--- config.mk ---
export PLATFORM = sky130hd
export DESIGN_NAME = refresh_deadline_pacer
export DESIGN_NICKNAME = d
export VERILOG_FILES = /design/src/rtl/rdp_pkg.sv /design/src/rtl/rdp_track.sv /design/src/rtl/rdp_miss.sv /design/src/rtl/refresh_deadline_pacer.sv
export SDC_FILE = /design/constraint.sdc
export NUM_CORES = 2
export LEC_CHECK = 0
export ABC_AREA = 0
export BUFFER_PORTS_ARGS = -buffer_cell sky130_fd_sc_hd__buf_2
export CAP_MARGIN = 20
export CORE_MARGIN = 1
export CORE_UTILIZATION = 52
export DETAILED_ROUTE_END_ITERATION = 8
export PLACE_DENSITY = 0.65
export SLEW_MARGIN = 20
export SYNTH_ARGS = -nofsm -noshare
export SYNTH_HDL_FRONTEND = slang
export SYNTH_SLANG_ARGS = --single-unit
--- constraint.sdc ---
create_clock -name clk -period 9.1 [get_ports clk]
set_input_delay 0.455 -clock clk [delete_from_list [all_inputs] [get_ports clk]]
set_output_delay 0.455 -clock clk [all_outputs]
set_load 0.01 [all_outputs]
--- src/rtl/rdp_pkg.sv ---
// ----------------------------------------------------------------------------
// rdp_pkg: shared constants and types for the refresh deadline pacer
// Holds the refresh rate, the period and fraction constants, and the
// fixed-point constants used to count missed periods without a divider.
// ----------------------------------------------------------------------------
package rdp_pkg;

	localparam int RATE_HZ = 24;
	localparam int RATE_W  = $clog2(RATE_HZ + 1);
	localparam int TIME_W  = 64;
	localparam int CNT_W   = 32;
	localparam int FRAC_W  = 10;
	localparam int ACC_W   = FRAC_W + 1;

	localparam logic [TIME_W-1:0] NS_PER_SEC = 64'd1000000000;
	localparam logic [TIME_W-1:0] PERIOD_NS  = NS_PER_SEC / 64'(RATE_HZ);
	localparam logic [FRAC_W-1:0] FRAC_STEP  = FRAC_W'(NS_PER_SEC % 64'(RATE_HZ));

	// Lateness at or above this value saturates the missed count.
	localparam logic [TIME_W-1:0] LATE_SAT =
		(64'hFFFF_FFFF * NS_PER_SEC + 64'(RATE_HZ) - 64'd1) / 64'(RATE_HZ);

	// One second is 2^DIV_SH times DIV_D nanoseconds.
	localparam int DIV_SH  = 9;
	localparam int D_W     = 21;
	localparam int Q_W     = 32;
	localparam int QSH     = 21;
	localparam int X_W     = QSH + Q_W;
	localparam int LATE_W  = X_W + DIV_SH;
	localparam int RECIP_W = 33;
	localparam int REM_W   = 23;

	localparam logic [D_W-1:0]     DIV_D = D_W'(NS_PER_SEC >> DIV_SH);
	localparam logic [RECIP_W-1:0] RECIP =
		RECIP_W'((64'd1 << (QSH + Q_W)) / (NS_PER_SEC >> DIV_SH));
	localparam logic [REM_W-1:0]   DIV_D1 = REM_W'(NS_PER_SEC >> DIV_SH);
	localparam logic [REM_W-1:0]   DIV_D2 = REM_W'((NS_PER_SEC >> DIV_SH) * 2);
	localparam logic [REM_W-1:0]   DIV_D3 = REM_W'((NS_PER_SEC >> DIV_SH) * 3);
	localparam logic [REM_W-1:0]   DIV_D4 = REM_W'((NS_PER_SEC >> DIV_SH) * 4);

	typedef struct packed {
		logic              due;
		logic [TIME_W-1:0] late;
	} rdp_late_t;

endpackage

--- src/rtl/rdp_track.sv ---
// ----------------------------------------------------------------------------
// rdp_track: deadline tracking stage
// Registers each timestamp, compares it with the deadline, and on the first or a due
// word updates the deadline, the fraction accumulator and the armed flag as it moves on.
// ----------------------------------------------------------------------------
module rdp_track (
	input  logic                      clk,
	input  logic                      arst_n,
	input  logic                      in_valid,
	output logic                      in_ready,
	input  logic [63:0]               now_time_ns,
	output logic                      trk_valid,
	input  logic                      trk_ready,
	output rdp_pkg::rdp_late_t        trk_word
);
	import rdp_pkg::*;

	logic              v_s1;
	logic [TIME_W-1:0] now_s1;
	logic              v_s2;
	rdp_late_t         word_s2;
	logic [TIME_W-1:0] deadline_q;
	logic [FRAC_W-1:0] frac_q;
	logic              armed_q;
	logic              en_s1;
	logic              en_s2;
	logic              take;
	logic              due;
	logic [ACC_W-1:0]  acc;
	logic [FRAC_W-1:0] frac_nxt;
	logic [TIME_W-1:0] period;
	logic [TIME_W-1:0] late;

	assign en_s2    = !v_s2 || trk_ready;
	assign en_s1    = !v_s1 || en_s2;
	assign in_ready = en_s1;
	assign take     = v_s1 && en_s2;

	always_comb begin
		acc  = (armed_q ? {1'b0, frac_q} : ACC_W'(0)) + {1'b0, FRAC_STEP};
		due  = armed_q && (now_s1 >= deadline_q);
		late = now_s1 - deadline_q;
		if (acc >= ACC_W'(RATE_HZ)) begin
			frac_nxt = FRAC_W'(acc - ACC_W'(RATE_HZ));
			period   = PERIOD_NS + 64'd1;
		end else begin
			frac_nxt = acc[FRAC_W-1:0];
			period   = PERIOD_NS;
		end
	end

	always_ff @(posedge clk or negedge arst_n) begin
		if (!arst_n) begin
			v_s1       <= 1'b0;
			v_s2       <= 1'b0;
			deadline_q <= '0;
			frac_q     <= '0;
			armed_q    <= 1'b0;
		end else begin
			if (en_s1) begin
				v_s1 <= in_valid;
			end
			if (en_s2) begin
				v_s2 <= v_s1;
			end
			if (take && (!armed_q || due)) begin
				armed_q    <= 1'b1;
				frac_q     <= frac_nxt;
				deadline_q <= now_s1 + period;
			end
		end
	end

	always_ff @(posedge clk) begin
		if (en_s1) begin
			now_s1 <= now_time_ns;
		end
		if (en_s2) begin
			word_s2.due  <= due;
			word_s2.late <= late;
		end
	end

	assign trk_valid = v_s2;
	assign trk_word  = word_s2;

`ifndef ASSERT_OFF
	a_frac_range: assert property (@(posedge clk) disable iff (!arst_n)
		frac_q < FRAC_W'(RATE_HZ))
		else $error("fraction accumulator reached the rate");

	a_arm_first: assert property (@(posedge clk) disable iff (!arst_n)
		take && !armed_q |=> armed_q)
		else $error("first word did not arm the pacer");

	a_armed_holds: assert property (@(posedge clk) disable iff (!arst_n)
		armed_q |=> armed_q)
		else $error("armed flag dropped without reset");

	a_early_keeps: assert property (@(posedge clk) disable iff (!arst_n)
		take && armed_q && !due |=> $stable(deadline_q) && $stable(frac_q))
		else $error("early word changed the deadline state");
`endif

endmodule

--- src/rtl/rdp_miss.sv ---
// ----------------------------------------------------------------------------
// rdp_miss: missed period counter
// Four stages turn the lateness into whole missed periods: scale by the
// rate, estimate the quotient by a reciprocal, form the remainder, correct.
// ----------------------------------------------------------------------------
module rdp_miss (
	input  logic                      clk,
	input  logic                      arst_n,
	input  logic                      in_valid,
	output logic                      in_ready,
	input  rdp_pkg::rdp_late_t        in_word,
	output logic                      out_valid,
	input  logic                      out_ready,
	output logic                      refresh_due,
	output logic [31:0]               missed_count
);
	import rdp_pkg::*;

	logic                        v_s3, v_s4, v_s5, v_s6;
	logic                        en_s3, en_s4, en_s5, en_s6;
	logic                        due_s3, due_s4, due_s5, due_s6;
	logic                        sat_s3, sat_s4, sat_s5;
	logic [X_W-1:0]              x_s3, x_s4;
	logic [Q_W-1:0]              qest_s4, qest_s5;
	logic [REM_W-1:0]            rem_s5;
	logic [CNT_W-1:0]            missed_s6;
	logic [LATE_W+RATE_W-1:0]    scaled;
	logic [Q_W+RECIP_W-1:0]      qprod;
	logic [Q_W+D_W-1:0]          qd;
	logic [REM_W-1:0]            rem;
	logic [Q_W-1:0]              qfix;

	assign en_s6    = !v_s6 || out_ready;
	assign en_s5    = !v_s5 || en_s6;
	assign en_s4    = !v_s4 || en_s5;
	assign en_s3    = !v_s3 || en_s4;
	assign in_ready = en_s3;

	always_comb begin
		scaled = {{RATE_W{1'b0}}, in_word.late[LATE_W-1:0]}
			* {{LATE_W{1'b0}}, RATE_W'(RATE_HZ)};
		qprod  = {{RECIP_W{1'b0}}, x_s3[X_W-1:QSH]} * {{Q_W{1'b0}}, RECIP};
		qd     = {{D_W{1'b0}}, qest_s4} * {{Q_W{1'b0}}, DIV_D};
		rem    = x_s4[REM_W-1:0] - qd[REM_W-1:0];
		qfix   = qest_s5 + Q_W'(rem_s5 >= DIV_D1) + Q_W'(rem_s5 >= DIV_D2)
			+ Q_W'(rem_s5 >= DIV_D3);
	end

	always_ff @(posedge clk or negedge arst_n) begin
		if (!arst_n) begin
			v_s3 <= 1'b0;
			v_s4 <= 1'b0;
			v_s5 <= 1'b0;
			v_s6 <= 1'b0;
		end else begin
			if (en_s3) begin
				v_s3 <= in_valid;
			end
			if (en_s4) begin
				v_s4 <= v_s3;
			end
			if (en_s5) begin
				v_s5 <= v_s4;
			end
			if (en_s6) begin
				v_s6 <= v_s5;
			end
		end
	end

	always_ff @(posedge clk) begin
		if (en_s3) begin
			due_s3 <= in_word.due;
			sat_s3 <= in_word.late >= LATE_SAT;
			x_s3   <= scaled[LATE_W-1:DIV_SH];
		end
		if (en_s4) begin
			due_s4  <= due_s3;
			sat_s4  <= sat_s3;
			x_s4    <= x_s3;
			qest_s4 <= qprod[2*Q_W-1:Q_W];
		end
		if (en_s5) begin
			due_s5  <= due_s4;
			sat_s5  <= sat_s4;
			qest_s5 <= qest_s4;
			rem_s5  <= rem;
		end
		if (en_s6) begin
			due_s6 <= due_s5;
			if (!due_s5) begin
				missed_s6 <= '0;
			end else if (sat_s5) begin
				missed_s6 <= '1;
			end else begin
				missed_s6 <= qfix;
			end
		end
	end

	assign out_valid    = v_s6;
	assign refresh_due  = due_s6;
	assign missed_count = missed_s6;

`ifndef ASSERT_OFF
	a_no_count_idle: assert property (@(posedge clk) disable iff (!arst_n)
		out_valid && !refresh_due |-> missed_count == '0)
		else $error("missed count set without a refresh");

	a_rem_bound: assert property (@(posedge clk) disable iff (!arst_n)
		v_s5 && due_s5 && !sat_s5 |-> rem_s5 < DIV_D4)
		else $error("quotient estimate out of correction range");

	a_stall_full: assert property (@(posedge clk) disable iff (!arst_n)
		!in_ready |-> v_s3 && v_s4 && v_s5 && out_valid && !out_ready)
		else $error("counter stalled with a free stage");
`endif

endmodule

--- src/rtl/refresh_deadline_pacer.sv ---
// ----------------------------------------------------------------------------
// refresh_deadline_pacer: fixed-rate refresh pacing from nanosecond timestamps
// Each word passes through the tracking stages s1 and s2, then the counting stages s3 to s6.
// Throughput: one word per cycle; a stalled output backs up the six stages.
// The deadline compare and update sit in one stage, so words follow each other.
// Reset clears the deadline, the fraction and the armed flag and empties
// every stage; the first word after reset arms the pacer.
// ----------------------------------------------------------------------------
module refresh_deadline_pacer (
	input  logic        clk,
	input  logic        arst_n,
	input  logic        in_valid,
	output logic        in_ready,
	input  logic [63:0] now_time_ns,
	output logic        out_valid,
	input  logic        out_ready,
	output logic        refresh_due,
	output logic [31:0] missed_count
);
	import rdp_pkg::*;

	logic      trk_valid;
	logic      trk_ready;
	rdp_late_t trk_word;

	rdp_track u_track (
		.clk         (clk),
		.arst_n      (arst_n),
		.in_valid    (in_valid),
		.in_ready    (in_ready),
		.now_time_ns (now_time_ns),
		.trk_valid   (trk_valid),
		.trk_ready   (trk_ready),
		.trk_word    (trk_word)
	);

	rdp_miss u_miss (
		.clk          (clk),
		.arst_n       (arst_n),
		.in_valid     (trk_valid),
		.in_ready     (trk_ready),
		.in_word      (trk_word),
		.out_valid    (out_valid),
		.out_ready    (out_ready),
		.refresh_due  (refresh_due),
		.missed_count (missed_count)
	);

endmodule
==> summary.md <==
| Metric | Value |
|---|---|
| Antenna violations before repair | 0 |
| Share of flip-flops with an asynchronous set or reset after synthesis | 0.197 |
| Synthesized instance count | 3,810 |
| Clock-pin slew of the registers on the worst-case setup and hold paths | roughly 0.060 ns |
| Clk Tree Root Cell | sky130_fd_sc_hd__clkbuf_16 |
| Cell area after technology mapping | 41,300 um2 |
| Wire length of the first global-routing pass | 148,000 um |
| Unrepaired setup endpoints after global routing | no |
| Overall die area | between 80,000 and 90,000 um2 |
| Drt first pass iters | 6 |
| Flip-flop and latch count after synthesis | 412 |
| Maximum number of pins on one net before global-route repair | 69 |
| Signal arrival time at the worst endpoint | 8.26 ns |
| TritonCTS Buffers | 47 |
| Number of distinct library cell variants in the gate-level netlist after synthesis | 76 |
| Clock tree from TritonCTS | yes |
| Std-Cell Core Area | 78,000 um2 |
| Cell with the most instances on the worst path | sky130_fd_sc_hd__fa_1 |
| Max transition margin | 0.267 |
| Number of DRC violations after detailed-routing iteration 0 | between 1,000 and 1,500 |
| Die height | 284 um |
| I/O Buffers | between 100 and 150 |
| Overflow after GRT | 0 |
| Diodes inserted | 0 |
| Clock net sink count | 412 |
| Worst path slowest cell | sky130_fd_sc_hd__edfxtp_1 |
| Worst endpoint required time | ~9.5 ns |
| Period Utilization, post-route | 0.868 |
| Cell types with the largest area share after synthesis | sky130_fd_sc_hd__edfxtp_1 24%, sky130_fd_sc_hd__ha_1 20%, sky130_fd_sc_hd__fa_1 20% |
| Layout overhead on the synthesized area | 8.48% |
| Antenna viol nets, final | 0 |
| Critical path type | flop to flop |
| Post-synth EDFFs | 331 |
| Commonest cells after routing, fill and taps aside | 676 x sky130_fd_sc_hd__ha_1, 661 x sky130_fd_sc_hd__inv_1, 413 x sky130_fd_sc_hd__fa_1, 331 x sky130_fd_sc_hd__edfxtp_1, 194 x sky130_fd_sc_hd__nand2_1 |
| Largest stage delay on the critical path | between 0.6 and 0.7 ns |
| Vias in the first global route | 27,464 |
| Number of design rule violations left after detail routing | 0 |
| Post-synth top flop | sky130_fd_sc_hd__edfxtp_1 |
| Min-delay worst type | input pin to flop |
| Least-Margin Pin Slew | between 1 and 1.5 ns |
| Detailed-placement wirelength estimate | 76,800 um |
| Final critical path time including I/O delays and setup | a little under 8 ns |
| Worst Setup End Kind | flop |
| Maximum buffer depth of the clock tree | 3 |
| Cell Chain, Critical Path | inv_1 -> fa_1 -> fa_1 -> inv_1 -> fa_1 -> inv_1 -> fa_1 -> inv_1 -> fa_1 -> fa_1 -> fa_1 -> ha_1 -> ha_1 -> o21a_1 -> o2111ai_1 -> o21ai_0 -> a31oi_1 -> a21o_1 -> nand3_1 -> a31oi_1 -> a21oi_1 -> a21o_1 -> a21oi_1 -> xnor2_1 |
| Endpoints failing setup | 0 |
| Gates resized, CTS repair | 0 |
| Final clock skew | 0.0480 ns |
| Max H-tree Level | 2 |
| Number of max-slew violations in the final report | 0 |
| Post-synth net total | just under 5,000 |
| Effective utilization at floorplan | 0.530 |
| Number of warning messages in the yosys log | 0 |
| Endpoints failing hold | 0 |
| Maximum net fanout on the critical path | 8 |
| Category of the worst setup path launch point | flop |
| Wire length per cell after detailed routing | 18.3 um |
| Routed vias | around 27,000 |
| Final GP Congestion | around 0.94 |
| I/O pin count | 103 |
| # Post-CTS Setup Buffers | 0 |
| Share of final-layout standard cells stronger than drive strength 1 | 0.0550 |
| Summed negative setup slack over all endpoints | 0 ns |
| Maxcap violations | 0 |
| Horiz. Die Dim | 284 um |
| Proportion of netlist area held by the largest area contributor | 0.241 |
| Commonest non-fill, non-tap cell in the layout | sky130_fd_sc_hd__ha_1 |
| Number of hold buffers added after CTS | 14 |
| Post-Syn Area per Cell | 10.8 um2 |
| Sequential area share after synthesis | 0.290 |
| Number of placement rows | around 100 |
| GRT Resource Usage Total | 0.233 |
| Final routed wirelength across all metal layers | 91,800 um |
| Upper clock frequency limit | 0.127 GHz |
| Status | completed |
| Number of vias per cell | between 5 and 6 |
| Nets@finish | just over 5,000 |
| Biggest area consumer among synthesized cells | sky130_fd_sc_hd__edfxtp_1 |
| Clock latency of the later-clocked register in the worst-skew pair | a little over 0.6 ns |
==> synth_stat cells (all sizes together) (6+ instances only) <==
cell type  count
o21a          36
inv          663
nor2b         31
nor2         153
and3          45
a21o          83
a21boi        40
clkbuf        36
ha           676
a211oi        16
a31oi         20
nand2b        33
o21ai        155
o41ai          6
or3            7
nand3         85
and4          13
o21bai        19
nand4         35
nor3          33
nor4          16
o211ai        11
and2          10
buf           12
fa           413
a21oi        163
a221oi         8
edfxtp       331
a211o          9
xnor2        171
dfrtp         81
or2            9
o31ai         14
xor2         112
nand2        196
==> critical path: cells and delay by family, from the launching register on <==
kind	cells	cell delay (ns)
AO/OA/AOI/OAI	9	2.32
XOR/XNOR	1	0.08
adder cells (fa/ha/maj)	9	3.95
buffers and inverters	4	0.47
flip-flops	1	0.67
AND/OR/NAND/NOR	1	0.17
==> worst paths after layout <==
check / startpoint / to / slack (ns) / depth (start not counted)
worst max-delay path: u_miss.x_s3[37]$_DFFE_PP_ / u_miss.qest_s4[17]$_DFFE_PP_ / 1.20 / 24
worst min-delay path: now_time_ns[61] / u_track.now_s1[61]$_DFFE_PP_ / 0.03 / 1
worst max register to register: u_miss.x_s3[37]$_DFFE_PP_ / u_miss.qest_s4[17]$_DFFE_PP_ / 1.20 / 24
worst min register to register: u_miss.qest_s4[23]$_DFFE_PP_ / u_miss.qest_s5[23]$_DFFE_PP_ / 0.40 / 0
max in group asynchronous: arst_n / u_miss.out_valid$_DFFE_PN0P_ / 7.71 / 3
min in group asynchronous: arst_n / u_track.deadline_q[59]$_DFFE_PN0P_ / 0.26 / 2
==> stage by stage <==
step	util	setup WS, ns	hold slack, ns	area, um2	cells
floorplan	-	2.17	0.159	41300	3810
global placement	0.551	1.33	0.341	43000	4919
detailed placement	0.551	1.21	0.346	43000	4919
CTS	0.575	1.21	0.000267	44800	5019
global route	0.575	0.852	0.00624	44800	5019
finish	0.575	1.20	0.0259	44800	5019
==> layout make-up <==
class	instances	area, um2
clock buffers	56	1250
clock inverters	30	409
multi-input cells	2687	26600
flip-flops and latches	412	12000
repair buffers	131	766
fillers	6673	33200
well taps	1040	1300
inverters	663	2490
==> flip-flops by register name, indices dropped and copies added (netlist names), 10 cells and up <==
signal	cells
u_track.now_s1	64
u_miss.rem_s5	23
u_miss.qest_s4	32
u_miss.qest_s5	32
u_track.frac_q	10
u_miss.x_s3	53
u_track.trk_word	65
u_miss.missed_count	32
u_miss.x_s4	23
u_track.deadline_q	64
==> cells by family (layout without fill, tap and decap cells) <==
logic type	count (synthesis)	in the layout	share of synthesized area
AO/OA/AOI/OAI	626	626	0.0973
XOR/XNOR	283	283	0.0600
adder cells (fa/ha/maj)	1089	1089	0.405
buffers and inverters	711	880	0.0660
flip-flops	412	412	0.290
AND/OR/NAND/NOR	689	689	0.0819
==> metal layers <==
metal | GRT usage | vias up | wire (um)
li1 | - | 13223 | -
met1 | 0.311 | 12952 | 41800
met2 | 0.398 | 427 | 44300
met3 | 0.0239 | 125 | 2750
met4 | 0.0728 | 0 | 2980
met5 | 0 | - | 0
Power is left out: the tool's default activity adds up to more than one toggle a clock period on the data nets, which glitch-free logic cannot reach.
